**config.mk**
```make
export PLATFORM = sky130hd
export DESIGN_NAME = uart_8n1_message_transceiver_flat
export DESIGN_NICKNAME = d
export VERILOG_FILES = /design/src/hw/rtl/uartmt_pkg.sv /design/src/hw/rtl/uartmt_stream_if.sv /design/src/hw/rtl/uartmt_ram.sv /design/src/hw/rtl/uart_8n1_message_transceiver.sv /design/src/flat_wrapper.sv
export SDC_FILE = /design/constraint.sdc
export NUM_CORES = 2
export LEC_CHECK = 0
export ABC_AREA = 0
export ABC_CLOCK_PERIOD_IN_PS = 16390
export BUFFER_PORTS_ARGS = -buffer_cell sky130_fd_sc_hd__buf_2
export CELL_PAD_IN_SITES_DETAIL_PLACEMENT = 1
export CELL_PAD_IN_SITES_GLOBAL_PLACEMENT = 2
export CORE_UTILIZATION = 40
export DETAILED_ROUTE_END_ITERATION = 12
export MAX_ROUTING_LAYER = met4
export PLACE_DENSITY_LB_ADDON = 0.25
export REMOVE_ABC_BUFFERS = 1
export SLEW_MARGIN = 0
export SYNTH_ARGS = -nofsm -noshare
export SYNTH_HDL_FRONTEND = slang
export SYNTH_HIERARCHICAL = 1
export SYNTH_SLANG_ARGS = --single-unit
```
**constraint.sdc**
```tcl
create_clock -name clk_i -period 16.39 [get_ports clk_i]
set_clock_uncertainty 0.1 [all_clocks]
set_input_delay 1.639 -clock clk_i [delete_from_list [all_inputs] [get_ports clk_i]]
set_output_delay 1.639 -clock clk_i [all_outputs]
set_load 0.1 [all_outputs]
```
**src/hw/rtl/uartmt_pkg.sv**
```systemverilog
// Shared types and constants of the UART 8N1 message transceiver.
package uartmt_pkg;

  localparam int CfgIdxW  = 2;
  localparam int CfgDataW = 16;

  localparam logic [CfgIdxW-1:0] CFG_BIT_PERIOD    = 2'd0;
  localparam logic [CfgIdxW-1:0] CFG_SAMPLE_OFFSET = 2'd1;
  localparam logic [CfgIdxW-1:0] CFG_IDLE_GAP      = 2'd2;

  localparam logic [15:0] BIT_PERIOD_RST    = 16'd1666;
  localparam logic [15:0] SAMPLE_OFFSET_RST = 16'd833;
  localparam logic [7:0]  IDLE_GAP_RST      = 8'd10;

  localparam logic [1:0] FUNC_TICK = 2'd0;
  localparam logic [1:0] FUNC_PUSH = 2'd1;
  localparam logic [1:0] FUNC_READ = 2'd2;

  localparam logic [1:0] PH_IDLE  = 2'd0;
  localparam logic [1:0] PH_START = 2'd1;
  localparam logic [1:0] PH_DATA  = 2'd2;
  localparam logic [1:0] PH_STOP  = 2'd3;

  localparam logic [3:0] DATA_BITS = 4'd8;

  typedef struct packed {
    logic [1:0] func;
    logic       rx_level;
    logic [7:0] tx_byte;
    logic       tx_last;
  } in_item_t;

  typedef struct packed {
    logic       tx_line;
    logic [7:0] rx_data;
    logic       rx_valid;
    logic       push_ok;
    logic       rx_dropped;
  } out_item_t;

endpackage

```
**src/hw/rtl/uartmt_stream_if.sv**
```systemverilog
// Valid/ready channel carrying one item.
interface uartmt_stream_if #(
  parameter type item_t = logic
) ();
  logic  valid;
  logic  ready;
  item_t payload;

  modport source (output valid, output payload, input ready);
  modport sink (input valid, input payload, output ready);
endinterface

```
**src/hw/rtl/uartmt_ram.sv**
```systemverilog
// Generic single-port-write, single-port-read RAM with registered read.
module uartmt_ram #(
  parameter int Width = 8,
  parameter int Depth = 64
) (
  input  logic                     clk_i,
  input  logic                     we_i,
  input  logic [$clog2(Depth)-1:0] waddr_i,
  input  logic [Width-1:0]         wdata_i,
  input  logic [$clog2(Depth)-1:0] raddr_i,
  output logic [Width-1:0]         rdata_o
);
  logic [Width-1:0] mem [Depth];

  always_ff @(posedge clk_i) begin
    if (we_i) begin
      mem[waddr_i] <= wdata_i;
    end
    rdata_o <= mem[raddr_i];
  end
endmodule

```
**src/hw/rtl/uart_8n1_message_transceiver.sv**
```systemverilog
// UART 8N1 message transceiver. Every request on in_i is a timer tick (which
// advances both serial engines by one tick and samples rx_level), a push of one
// transmit byte, or a read of one received byte; each request yields exactly one
// result on out_o, in order. The block takes one request per clock while ready:
// all work of a request is done in the cycle it is accepted, and the result lands
// in an output register backed by a one-entry skid stage, so a stalled consumer
// costs nothing until both are full. Message bytes, message lengths and the
// receive FIFO live in three registered-read RAMs. Each RAM is read every cycle
// at the address the next state will need (head slot and byte index, head slot
// length, FIFO head), and a write that hits the address being read is forwarded,
// so the prefetched word is always current. No clearing pass follows reset.
module uart_8n1_message_transceiver #(
  parameter int TX_SLOTS      = 4,
  parameter int MAX_MSG_BYTES = 64,
  parameter int RX_DEPTH      = 64
) (
  input  logic                          clk_i,
  input  logic                          rst_ni,
  uartmt_stream_if.sink                 in_i,
  uartmt_stream_if.source               out_o,
  input  logic                          cfg_we_i,
  input  logic [uartmt_pkg::CfgIdxW-1:0]  cfg_idx_i,
  input  logic [uartmt_pkg::CfgDataW-1:0] cfg_data_i
);
  import uartmt_pkg::*;

  localparam int SW      = $clog2(TX_SLOTS);
  localparam int LW      = $clog2(MAX_MSG_BYTES + 1);
  localparam int IW      = (MAX_MSG_BYTES > 1) ? $clog2(MAX_MSG_BYTES) : 1;
  localparam int SBDepth = TX_SLOTS << IW;
  localparam int SBW     = SW + IW;
  localparam int PW      = $clog2(RX_DEPTH);

  // Configuration registers.
  logic [15:0] bit_period_q, sample_offset_q;
  logic [7:0]  idle_gap_q;

  always_ff @(posedge clk_i or negedge rst_ni) begin
    if (!rst_ni) begin
      bit_period_q    <= BIT_PERIOD_RST;
      sample_offset_q <= SAMPLE_OFFSET_RST;
      idle_gap_q      <= IDLE_GAP_RST;
    end else if (cfg_we_i) begin
      unique case (cfg_idx_i)
        CFG_BIT_PERIOD:    bit_period_q    <= cfg_data_i;
        CFG_SAMPLE_OFFSET: sample_offset_q <= cfg_data_i;
        CFG_IDLE_GAP:      idle_gap_q      <= cfg_data_i[7:0];
        default: ;
      endcase
    end
  end

  // Engine state.
  logic [1:0]    tx_phase_q, tx_phase_d;
  logic [15:0]   tx_timer_q, tx_timer_d;
  logic [7:0]    idle_cnt_q, idle_cnt_d;
  logic [7:0]    tx_shift_q, tx_shift_d;
  logic [3:0]    tx_cnt_q, tx_cnt_d;
  logic [LW-1:0] tx_idx_q, tx_idx_d;
  logic          tx_level_q, tx_level_d;
  logic [SW-1:0] slot_head_q, slot_head_d, slot_tail_q, slot_tail_d, slot_tail_nxt;
  logic [LW-1:0] fill_cnt_q, fill_cnt_d;
  logic          fill_rej_q, fill_rej_d;
  logic [1:0]    rx_phase_q, rx_phase_d;
  logic [15:0]   rx_timer_q, rx_timer_d;
  logic [7:0]    rx_shift_q, rx_shift_d;
  logic [3:0]    rx_cnt_q, rx_cnt_d;
  logic          rx_prev_q, rx_prev_d;
  logic [PW-1:0] rx_head_q, rx_head_d, rx_tail_q, rx_tail_d, rx_tail_nxt;

  // RAM ports and forwarding.
  logic           sb_we, sb_fwd_q;
  logic [SBW-1:0] sb_waddr, sb_raddr;
  logic [7:0]     sb_wdata, sb_rdata, sb_fwd_data_q, sb_val;
  logic           len_we, len_fwd_q;
  logic [SW-1:0]  len_waddr, len_raddr;
  logic [LW-1:0]  len_wdata, len_rdata, len_fwd_data_q, len_val;
  logic           ff_we, ff_fwd_q;
  logic [PW-1:0]  ff_waddr, ff_raddr;
  logic [7:0]     ff_wdata, ff_rdata, ff_fwd_data_q, ff_val;

  uartmt_ram #(.Width(8), .Depth(SBDepth)) u_slot_bytes (
    .clk_i, .we_i(sb_we), .waddr_i(sb_waddr), .wdata_i(sb_wdata),
    .raddr_i(sb_raddr), .rdata_o(sb_rdata)
  );
  uartmt_ram #(.Width(LW), .Depth(TX_SLOTS)) u_slot_len (
    .clk_i, .we_i(len_we), .waddr_i(len_waddr), .wdata_i(len_wdata),
    .raddr_i(len_raddr), .rdata_o(len_rdata)
  );
  uartmt_ram #(.Width(8), .Depth(RX_DEPTH)) u_rx_fifo (
    .clk_i, .we_i(ff_we), .waddr_i(ff_waddr), .wdata_i(ff_wdata),
    .raddr_i(ff_raddr), .rdata_o(ff_rdata)
  );

  assign sb_val  = sb_fwd_q  ? sb_fwd_data_q  : sb_rdata;
  assign len_val = len_fwd_q ? len_fwd_data_q : len_rdata;
  assign ff_val  = ff_fwd_q  ? ff_fwd_data_q  : ff_rdata;

  // Handshake and output buffering.
  out_item_t res, out_q, out_d, skid_q, skid_d;
  logic      out_vld_q, out_vld_d, skid_vld_q, skid_vld_d;
  logic      acc, fire;
  in_item_t  item;

  assign item          = in_i.payload;
  assign in_i.ready    = !skid_vld_q;
  assign acc           = in_i.valid && !skid_vld_q;
  assign out_o.valid   = out_vld_q;
  assign out_o.payload = out_q;
  assign fire          = out_vld_q && out_o.ready;

  logic [16:0] tx_tsum, rx_tsum;
  logic        tx_fire, rx_fire, push_ok;
  logic [15:0] rx_target;

  assign tx_tsum       = {1'b0, tx_timer_q} + 17'd1;
  assign tx_fire       = tx_tsum >= {1'b0, bit_period_q};
  assign rx_target     = (rx_phase_q == PH_START) ? sample_offset_q : bit_period_q;
  assign rx_tsum       = {1'b0, rx_timer_q} + 17'd1;
  assign rx_fire       = rx_tsum >= {1'b0, rx_target};
  assign slot_tail_nxt = (slot_tail_q == SW'(TX_SLOTS - 1)) ? '0 : slot_tail_q + 1'b1;
  assign rx_tail_nxt   = (rx_tail_q == PW'(RX_DEPTH - 1)) ? '0 : rx_tail_q + 1'b1;
  assign push_ok       = !fill_rej_q && (slot_tail_nxt != slot_head_q)
                         && (fill_cnt_q < LW'(MAX_MSG_BYTES));

  always_comb begin
    tx_phase_d  = tx_phase_q;
    tx_timer_d  = tx_timer_q;
    idle_cnt_d  = idle_cnt_q;
    tx_shift_d  = tx_shift_q;
    tx_cnt_d    = tx_cnt_q;
    tx_idx_d    = tx_idx_q;
    tx_level_d  = tx_level_q;
    slot_head_d = slot_head_q;
    slot_tail_d = slot_tail_q;
    fill_cnt_d  = fill_cnt_q;
    fill_rej_d  = fill_rej_q;
    rx_phase_d  = rx_phase_q;
    rx_timer_d  = rx_timer_q;
    rx_shift_d  = rx_shift_q;
    rx_cnt_d    = rx_cnt_q;
    rx_prev_d   = rx_prev_q;
    rx_head_d   = rx_head_q;
    rx_tail_d   = rx_tail_q;
    sb_we       = 1'b0;
    sb_waddr    = {slot_tail_q, fill_cnt_q[IW-1:0]};
    sb_wdata    = item.tx_byte;
    len_we      = 1'b0;
    len_waddr   = slot_tail_q;
    len_wdata   = fill_cnt_q + 1'b1;
    ff_we       = 1'b0;
    ff_waddr    = rx_tail_q;
    ff_wdata    = rx_shift_q;
    res         = '0;

    if (acc) begin
      unique case (item.func)
        FUNC_TICK: begin
          // Transmit bit clock.
          if (tx_fire) begin
            tx_timer_d = '0;
            unique case (tx_phase_q)
              PH_IDLE: begin
                if (idle_cnt_q < idle_gap_q) begin
                  idle_cnt_d = idle_cnt_q + 1'b1;
                end else if (slot_head_q != slot_tail_q) begin
                  tx_phase_d = PH_START;
                  tx_shift_d = sb_val;
                  tx_idx_d   = LW'(1);
                end
              end
              PH_START: begin
                tx_level_d = 1'b0;
                tx_phase_d = PH_DATA;
                tx_cnt_d   = '0;
              end
              PH_DATA: begin
                tx_level_d = tx_shift_q[0];
                tx_shift_d = {1'b0, tx_shift_q[7:1]};
                tx_cnt_d   = tx_cnt_q + 1'b1;
                if (tx_cnt_d >= DATA_BITS) begin
                  tx_phase_d = PH_STOP;
                end
              end
              default: begin
                tx_level_d = 1'b1;
                if (tx_idx_q < len_val) begin
                  tx_phase_d = PH_START;
                  tx_shift_d = sb_val;
                  tx_idx_d   = tx_idx_q + 1'b1;
                end else begin
                  tx_phase_d  = PH_IDLE;
                  idle_cnt_d  = '0;
                  slot_head_d = (slot_head_q == SW'(TX_SLOTS - 1)) ? '0
                                : slot_head_q + 1'b1;
                end
              end
            endcase
          end else begin
            tx_timer_d = tx_tsum[15:0];
          end

          // Receive sampler.
          if (rx_phase_q == PH_IDLE) begin
            if (rx_prev_q && !item.rx_level) begin
              rx_phase_d = PH_START;
              rx_timer_d = '0;
            end
          end else if (rx_fire) begin
            rx_timer_d = '0;
            unique case (rx_phase_q)
              PH_START: begin
                rx_phase_d = PH_DATA;
                rx_shift_d = '0;
                rx_cnt_d   = '0;
              end
              PH_DATA: begin
                rx_shift_d = {item.rx_level, rx_shift_q[7:1]};
                rx_cnt_d   = rx_cnt_q + 1'b1;
                if (rx_cnt_d >= DATA_BITS) begin
                  rx_phase_d = PH_STOP;
                end
              end
              default: begin
                // Stop bit: store the byte, or drop it when the FIFO is full.
                if (rx_tail_nxt != rx_head_q) begin
                  ff_we     = 1'b1;
                  rx_tail_d = rx_tail_nxt;
                end else begin
                  res.rx_dropped = 1'b1;
                end
                rx_phase_d = PH_IDLE;
              end
            endcase
          end else begin
            rx_timer_d = rx_tsum[15:0];
          end
          rx_prev_d = item.rx_level;
        end
        FUNC_PUSH: begin
          if (push_ok) begin
            sb_we       = 1'b1;
            fill_cnt_d  = fill_cnt_q + 1'b1;
            res.push_ok = 1'b1;
          end else begin
            fill_rej_d = 1'b1;
          end
          if (item.tx_last) begin
            // Commit the slot only if the whole message fit.
            if (push_ok) begin
              len_we      = 1'b1;
              slot_tail_d = slot_tail_nxt;
            end
            fill_cnt_d = '0;
            fill_rej_d = 1'b0;
          end
        end
        FUNC_READ: begin
          if (rx_head_q != rx_tail_q) begin
            res.rx_data  = ff_val;
            res.rx_valid = 1'b1;
            rx_head_d    = (rx_head_q == PW'(RX_DEPTH - 1)) ? '0 : rx_head_q + 1'b1;
          end
        end
        default: ;
      endcase
    end
    res.tx_line = tx_level_d;
  end

  // Prefetch next-state addresses; the idle transmitter needs byte zero.
  assign sb_raddr  = {slot_head_d, (tx_phase_d == PH_IDLE) ? IW'(0) : tx_idx_d[IW-1:0]};
  assign len_raddr = slot_head_d;
  assign ff_raddr  = rx_head_d;

  always_comb begin
    out_d      = out_q;
    skid_d     = skid_q;
    out_vld_d  = out_vld_q;
    skid_vld_d = skid_vld_q;
    if (fire) begin
      if (skid_vld_q) begin
        out_d      = skid_q;
        skid_vld_d = 1'b0;
      end else begin
        out_vld_d = 1'b0;
      end
    end
    if (acc) begin
      if (!out_vld_d) begin
        out_d     = res;
        out_vld_d = 1'b1;
      end else begin
        skid_d     = res;
        skid_vld_d = 1'b1;
      end
    end
  end

  always_ff @(posedge clk_i) begin
    out_q          <= out_d;
    skid_q         <= skid_d;
    sb_fwd_data_q  <= sb_wdata;
    len_fwd_data_q <= len_wdata;
    ff_fwd_data_q  <= ff_wdata;
  end

  always_ff @(posedge clk_i or negedge rst_ni) begin
    if (!rst_ni) begin
      out_vld_q   <= 1'b0;
      skid_vld_q  <= 1'b0;
      sb_fwd_q    <= 1'b0;
      len_fwd_q   <= 1'b0;
      ff_fwd_q    <= 1'b0;
      tx_phase_q  <= PH_IDLE;
      tx_timer_q  <= '0;
      idle_cnt_q  <= '0;
      tx_shift_q  <= '0;
      tx_cnt_q    <= '0;
      tx_idx_q    <= '0;
      tx_level_q  <= 1'b1;
      slot_head_q <= '0;
      slot_tail_q <= '0;
      fill_cnt_q  <= '0;
      fill_rej_q  <= 1'b0;
      rx_phase_q  <= PH_IDLE;
      rx_timer_q  <= '0;
      rx_shift_q  <= '0;
      rx_cnt_q    <= '0;
      rx_prev_q   <= 1'b1;
      rx_head_q   <= '0;
      rx_tail_q   <= '0;
    end else begin
      out_vld_q   <= out_vld_d;
      skid_vld_q  <= skid_vld_d;
      sb_fwd_q    <= sb_we && (sb_waddr == sb_raddr);
      len_fwd_q   <= len_we && (len_waddr == len_raddr);
      ff_fwd_q    <= ff_we && (ff_waddr == ff_raddr);
      tx_phase_q  <= tx_phase_d;
      tx_timer_q  <= tx_timer_d;
      idle_cnt_q  <= idle_cnt_d;
      tx_shift_q  <= tx_shift_d;
      tx_cnt_q    <= tx_cnt_d;
      tx_idx_q    <= tx_idx_d;
      tx_level_q  <= tx_level_d;
      slot_head_q <= slot_head_d;
      slot_tail_q <= slot_tail_d;
      fill_cnt_q  <= fill_cnt_d;
      fill_rej_q  <= fill_rej_d;
      rx_phase_q  <= rx_phase_d;
      rx_timer_q  <= rx_timer_d;
      rx_shift_q  <= rx_shift_d;
      rx_cnt_q    <= rx_cnt_d;
      rx_prev_q   <= rx_prev_d;
      rx_head_q   <= rx_head_d;
      rx_tail_q   <= rx_tail_d;
    end
  end
endmodule

```
**src/flat_wrapper.sv**
```systemverilog
// flat-port wrapper written by rule: the top's interface ports become plain ports
module uart_8n1_message_transceiver_flat import uartmt_pkg::*;
#(
  parameter int TX_SLOTS      = 4,
  parameter int MAX_MSG_BYTES = 64,
  parameter int RX_DEPTH      = 64
)
  (clk_i, rst_ni, cfg_we_i, cfg_idx_i, cfg_data_i, in_i_valid, in_i_payload, in_i_ready, out_o_valid, out_o_payload, out_o_ready);
  uartmt_stream_if #(.item_t(in_item_t)) in_i_i ();
  uartmt_stream_if #(.item_t(out_item_t)) out_o_i ();
  input  logic clk_i;
  input  logic rst_ni;
  input  logic cfg_we_i;
  input  logic [uartmt_pkg::CfgIdxW-1:0] cfg_idx_i;
  input  logic [uartmt_pkg::CfgDataW-1:0] cfg_data_i;
  input wire logic [$bits(in_i_i.valid)-1:0] in_i_valid;
  input wire logic [$bits(in_i_i.payload)-1:0] in_i_payload;
  output wire logic [$bits(in_i_i.ready)-1:0] in_i_ready;
  output wire logic [$bits(out_o_i.valid)-1:0] out_o_valid;
  output wire logic [$bits(out_o_i.payload)-1:0] out_o_payload;
  input wire logic [$bits(out_o_i.ready)-1:0] out_o_ready;
  assign in_i_i.valid = in_i_valid;
  assign in_i_i.payload = in_i_payload;
  assign in_i_ready = in_i_i.ready;
  assign out_o_valid = out_o_i.valid;
  assign out_o_payload = out_o_i.payload;
  assign out_o_i.ready = out_o_ready;
  uart_8n1_message_transceiver #(.TX_SLOTS(TX_SLOTS), .MAX_MSG_BYTES(MAX_MSG_BYTES), .RX_DEPTH(RX_DEPTH)) u_core (.clk_i(clk_i), .rst_ni(rst_ni), .in_i(in_i_i), .out_o(out_o_i), .cfg_we_i(cfg_we_i), .cfg_idx_i(cfg_idx_i), .cfg_data_i(cfg_data_i));
endmodule
```
==> results.md <==
- Compound-cell area share of the yosys netlist: 4.05%
- Area of the core: 277,000 um^2
- P_int: 12.1 mW
- Synthesis-stage register bit count: 2,804
- Count of H-tree levels built during CTS: 5
- Maximum clock frequency: 0.110 GHz
- Dominant combinational cell family by area after synthesis: multiplexers
- Wire length of the first global-routing pass: 428 mm
- CTS tree: yes
- Top cells by area, synth: sky130_fd_sc_hd__edfxtp_1 (70%), sky130_fd_sc_hd__mux4_2 (12%), sky130_fd_sc_hd__dfrtp_1 (3.0%), sky130_fd_sc_hd__mux2i_1 (1.9%), sky130_fd_sc_hd__nor2_1 (1.5%)
- Net switching power: 3.88 mW
- Post-route ant nets: 0
- Post-synth top flop: sky130_fd_sc_hd__edfxtp_1
- Critical path start-end classification: reg -> reg
- Vias per cell: 5.76
- Number of resized instances in the post-cts repair step: 0
- Unique cell type count in the Yosys netlist: 94
- Final design utilization: 45.3%
- Gate Count Post-Synth: 5,833
- Reported max-cap violation count: 1
- Simple logic cell fraction of the synthesized area: 4.23%
- Count of boundary I/O pins: 49
- Final critical delay including setup and external delays: 9.09 ns
- Synthesized area: 112,000 um^2
- Largest driver fanout on the critical path: 88
- Antenna violations before repair: 8
- Pin count of the biggest net entering global routing: 114
- Crit path max-delay family: simple AND/OR/NAND/NOR gates
- Post-CTS Hold Fix Bufs: 0
- # setup viols final: 0
- Min-Delay Path Class: reg -> reg
- Required time of the critical path: 16.97 ns
- Clock latency reported for the late side of the worst-skew pair: 0.89 ns
- Height of the chip: 530 um
- Pwr Density: 128 nW/um^2
- Setup repair after global routing missed its margin: no
- Final GP Congestion: 0.801
- Wirelength, routed: 297 mm
- Via count of the first global-routing pass: 59,112
- Ratio of cells with drive above 1 in the final layout: 21.2%
- Outcome: complete, but fails checks
- Final hold slack: 0.385 ns
- Relative slew slack: -4.70%
- Die area: 281,000 um^2
- Filler cells: 25,816
- Width of the die: 530 um
- Clk sink count: 2,804
- Worst Setup Start Kind: register
- Data arrival time of the critical path: 9.67 ns
- Number of flops mapped to enable cells by yosys: 2,600
- Combined global-route utilization of all metal layers: 21.6%
- Violations in the final reports: capacitance limit, slew limit
- Number of warning messages in the yosys log: 6
- Clk root buf: sky130_fd_sc_hd__clkbuf_16
- Cells along the critical path: and4_4 -> nand4_1 -> nor2_1 -> xor2_1 -> ha_1 -> nand4_1 -> nor2_1 -> a211oi_1 -> a21o_1 -> nand2_1 -> a32o_1 -> nor2_4 -> buf_12 -> buf_12 -> buf_4 -> mux4_2 -> mux4_2 -> nor2b_1 -> nor4_1 -> nor4_2
- Xor and xnor area share after synthesis: 0.534%
- Switch share: 24.2%
- Slew at the pin with the worst max-slew slack: 1.56 ns
- CP Capture Type: register
- Pre-antenna DRT Iters: 5
- Worst IR drop on VDD: 0.0838 mV
- Buffering stage count on the worst path with inverters included: 3
- Setup Fix Bufs, Post-CTS: 0
- Share of synthesized area spent on multiplexers: 14.2%
- Flop pwr share: 49.7%
- Leakage: 39.7 nW
- Total overflow reported by the global router: 0
- Number of pins exceeding their max-slew limit in the final report: 2
- Cell at the slowest stage of the critical path: sky130_fd_sc_hd__nor4_1
- Adder-cell area share of the yosys netlist: 0.718%
- Post-DP HPWL: 181 mm
- Synth async-reset ratio: 5.21%
- Total number of vias: 57,221
- Net total in the final layout: 6,073
- Routed length on met1: 128 mm
- Portion of total power attributed to the clock network: 41.6%
- Input/output buffers: 48
- Final-report hold violation count: 0
- Post-CTS clock slew at the launch and capture registers of the worst setup and hold paths: 0.06 ns
- Proportion of netlist area held by the largest area contributor: 70.0%
- Highest metal used: met4
- Comb power frac: 8.7%
- Final critical-path share of the clock period: 55.4%
- Sequential-to-total area share from yosys stat: 74.3%
- DRC viols: 0
- Count of routing violations after the opening detailed-route iteration: 5,250
- WL met2: 145 mm
- Detailed-route wire length per cell: 29.9 um
- Highest cell delay on the worst timing path: 1.29 ns
- Initial Utilization: 40.3%
- Area delta synth->final: 12.5%
- Buffer depth of the longest clock path: 4
- Post-synthesis cell type with the largest combined area: sky130_fd_sc_hd__edfxtp_1
- TritonCTS Buffers: 305
- Mean Syn Cell Area: 19.1 um^2
- Number of rows created at floorplan: 193
- Length of routed met3 wiring: 15.2 mm
-- area by class of cell --
| class | count | area (um^2) | area share, % |
|---|---|---|---|
| flip-flops and latches | 2804 | 82900 | 66.1 |
| multi-input cells | 2642 | 26700 | 21.3 |
| clock buffers | 377 | 7990 | 6.37 |
| well taps | 3705 | 4640 | 3.70 |
| clock inverters | 173 | 1670 | 1.33 |
| repair buffers | 170 | 1320 | 1.05 |
| inverters | 51 | 191 | 0.153 |
| diodes | 4 | 10.0 | 0.00798 |
-- cells by family after synthesis --
group | Yosys count
adder cells (fa/ha/maj) | 64
buffers and inverters | 387
multiplexers | 843
XOR/XNOR | 68
AO/OA/AOI/OAI | 654
AND/OR/NAND/NOR | 1013
flip-flops | 2804
-- sequential cells by signal, indices dropped and copies added (netlist names), 8 cells and up --
| signal | count |
|---|---|
| u_core/sb_fwd_data_q | 8 |
| u_core/ff_wdata | 8 |
| u_core/u_slot_len/mem | 28 |
| u_core/tx_shift_q | 8 |
| u_core/skid_q | 12 |
| u_core/idle_cnt_q | 8 |
| u_core/u_slot_bytes/rdata_o | 8 |
| u_core/tx_timer_q | 16 |
| u_core/out_o.payload | 12 |
| u_core/rx_timer_q | 16 |
| u_core/idle_gap_q | 8 |
| u_core/ff_fwd_data_q | 8 |
| u_core/bit_period_q | 16 |
| u_core/u_rx_fifo/rdata_o | 8 |
| u_core/sample_offset_q | 16 |
| u_core/u_rx_fifo/mem | 512 |
| u_core/u_slot_bytes/mem | 2048 |
-- worst reg2reg max path, cell delays in order (launching register included) --
cell,delay [ns]
sky130_fd_sc_hd__dfrtp_1,0.45
sky130_fd_sc_hd__and4_4,0.31
sky130_fd_sc_hd__nand4_1,0.34
sky130_fd_sc_hd__nor2_1,0.27
sky130_fd_sc_hd__xor2_1,0.18
sky130_fd_sc_hd__ha_1,0.26
sky130_fd_sc_hd__nand4_1,0.18
sky130_fd_sc_hd__nor2_1,0.08
sky130_fd_sc_hd__a211oi_1,0.40
sky130_fd_sc_hd__a21o_1,0.28
sky130_fd_sc_hd__nand2_1,0.37
sky130_fd_sc_hd__a32o_1,0.68
sky130_fd_sc_hd__nor2_4,0.22
sky130_fd_sc_hd__buf_12,0.48
sky130_fd_sc_hd__buf_12,0.67
sky130_fd_sc_hd__buf_4,0.94
sky130_fd_sc_hd__mux4_2,0.60
sky130_fd_sc_hd__mux4_2,0.49
sky130_fd_sc_hd__nor2b_1,0.18
sky130_fd_sc_hd__nor4_1,1.29
sky130_fd_sc_hd__nor4_2,0.17
-- placed cells by master (no fill, tap or decap), types with 48 or more instances in the layout --
master                         n
sky130_fd_sc_hd__o221ai_1     53
sky130_fd_sc_hd__nand2_1     199
sky130_fd_sc_hd__o21ai_0     101
sky130_fd_sc_hd__dfrtp_1     126
sky130_fd_sc_hd__nor2_1      434
sky130_fd_sc_hd__buf_4       115
sky130_fd_sc_hd__mux2i_1     209
sky130_fd_sc_hd__inv_1        48
sky130_fd_sc_hd__a21oi_1     136
sky130_fd_sc_hd__edfxtp_1   2600
sky130_fd_sc_hd__clkinv_2     64
sky130_fd_sc_hd__o22ai_1      52
sky130_fd_sc_hd__a22oi_1     141
sky130_fd_sc_hd__clkbuf_16   306
sky130_fd_sc_hd__nand3_1      93
sky130_fd_sc_hd__mux4_2      585
sky130_fd_sc_hd__dfxtp_1      58
sky130_fd_sc_hd__clkinv_1     57
sky130_fd_sc_hd__ha_1         64
sky130_fd_sc_hd__clkbuf_1     64
-- worst paths after layout --
| kind | start | to | slack (ns) | depth (start not counted) |
|---|---|---|---|---|
| setup reg to reg | u_core/tx_timer_q[2] | u_core/u_slot_bytes/rdata_o[0] | 7.30 | 20 |
| hold reg to reg | u_core/ff_wdata[6] | u_core/ff_fwd_data_q[6] | 0.38 | 0 |
| min in group asynchronous | rst_ni | u_core/skid_vld_q | 0.74 | 1 |
| hold / removal | u_core/ff_wdata[6] | u_core/ff_fwd_data_q[6] | 0.38 | 0 |
| max in group asynchronous | rst_ni | u_core/idle_gap_q[5] | 13.97 | 2 |
| setup / recovery | u_core/tx_timer_q[2] | u_core/u_slot_bytes/rdata_o[0] | 7.30 | 20 |
-- Yosys cell counts (all sizes together) (12+ instances only) --
master,instances
edfxtp,2600
mux4,587
nor2,441
mux2i,210
nand2,199
clkbuf,176
buf,160
a22oi,141
a21oi,136
dfrtp,134
o21ai,104
nand3,94
ha,64
dfxtp,58
o221ai,54
o22ai,53
nor2b,51
inv,48
mux2,46
nor3,39
xnor2,38
nand2b,37
nor4,33
nand4,32
xor2,30
a221oi,21
a211oi,20
a22o,20
o211ai,16
or2,15
and3,14
a2111oi,12
dfstp,12
-- metal layers --
metal,GRT usage (%),up-vias
met3,2.46,438
met1,29.3,31060
li1,-,24044
met2,34.7,1679
met4,5.85,0
met5,-,-
-- power groups by stage --
stage	Combinational, mW	Sequential [mW]	Clock, mW
3_3_place_gp	1.40	8.11	0
5_1_grt	1.50	7.97	7.04
6_report	1.39	7.96	6.67
4_1_cts	1.42	7.96	6.82
2_1_floorplan	0.991	8.21	0
3_5_place_dp	1.42	8.11	0
-- through the flow --
stage                     std cells  setup TNS (ns)  worst slack, ns  power (mW)  cell area (um^2)
after floorplan                5497         -260.72           -34.24        9.20            110000
after global routing           9924               0             6.57        16.5            125000
final                          9926               0             7.30        16.0            125000
after global placement         9371               0             7.21        9.51            116000
after detailed placement       9372               0             7.18        9.53            116000
after CTS                      9922               0             7.18        16.2            125000
Note: power is estimated with default switching activity, not from simulation.
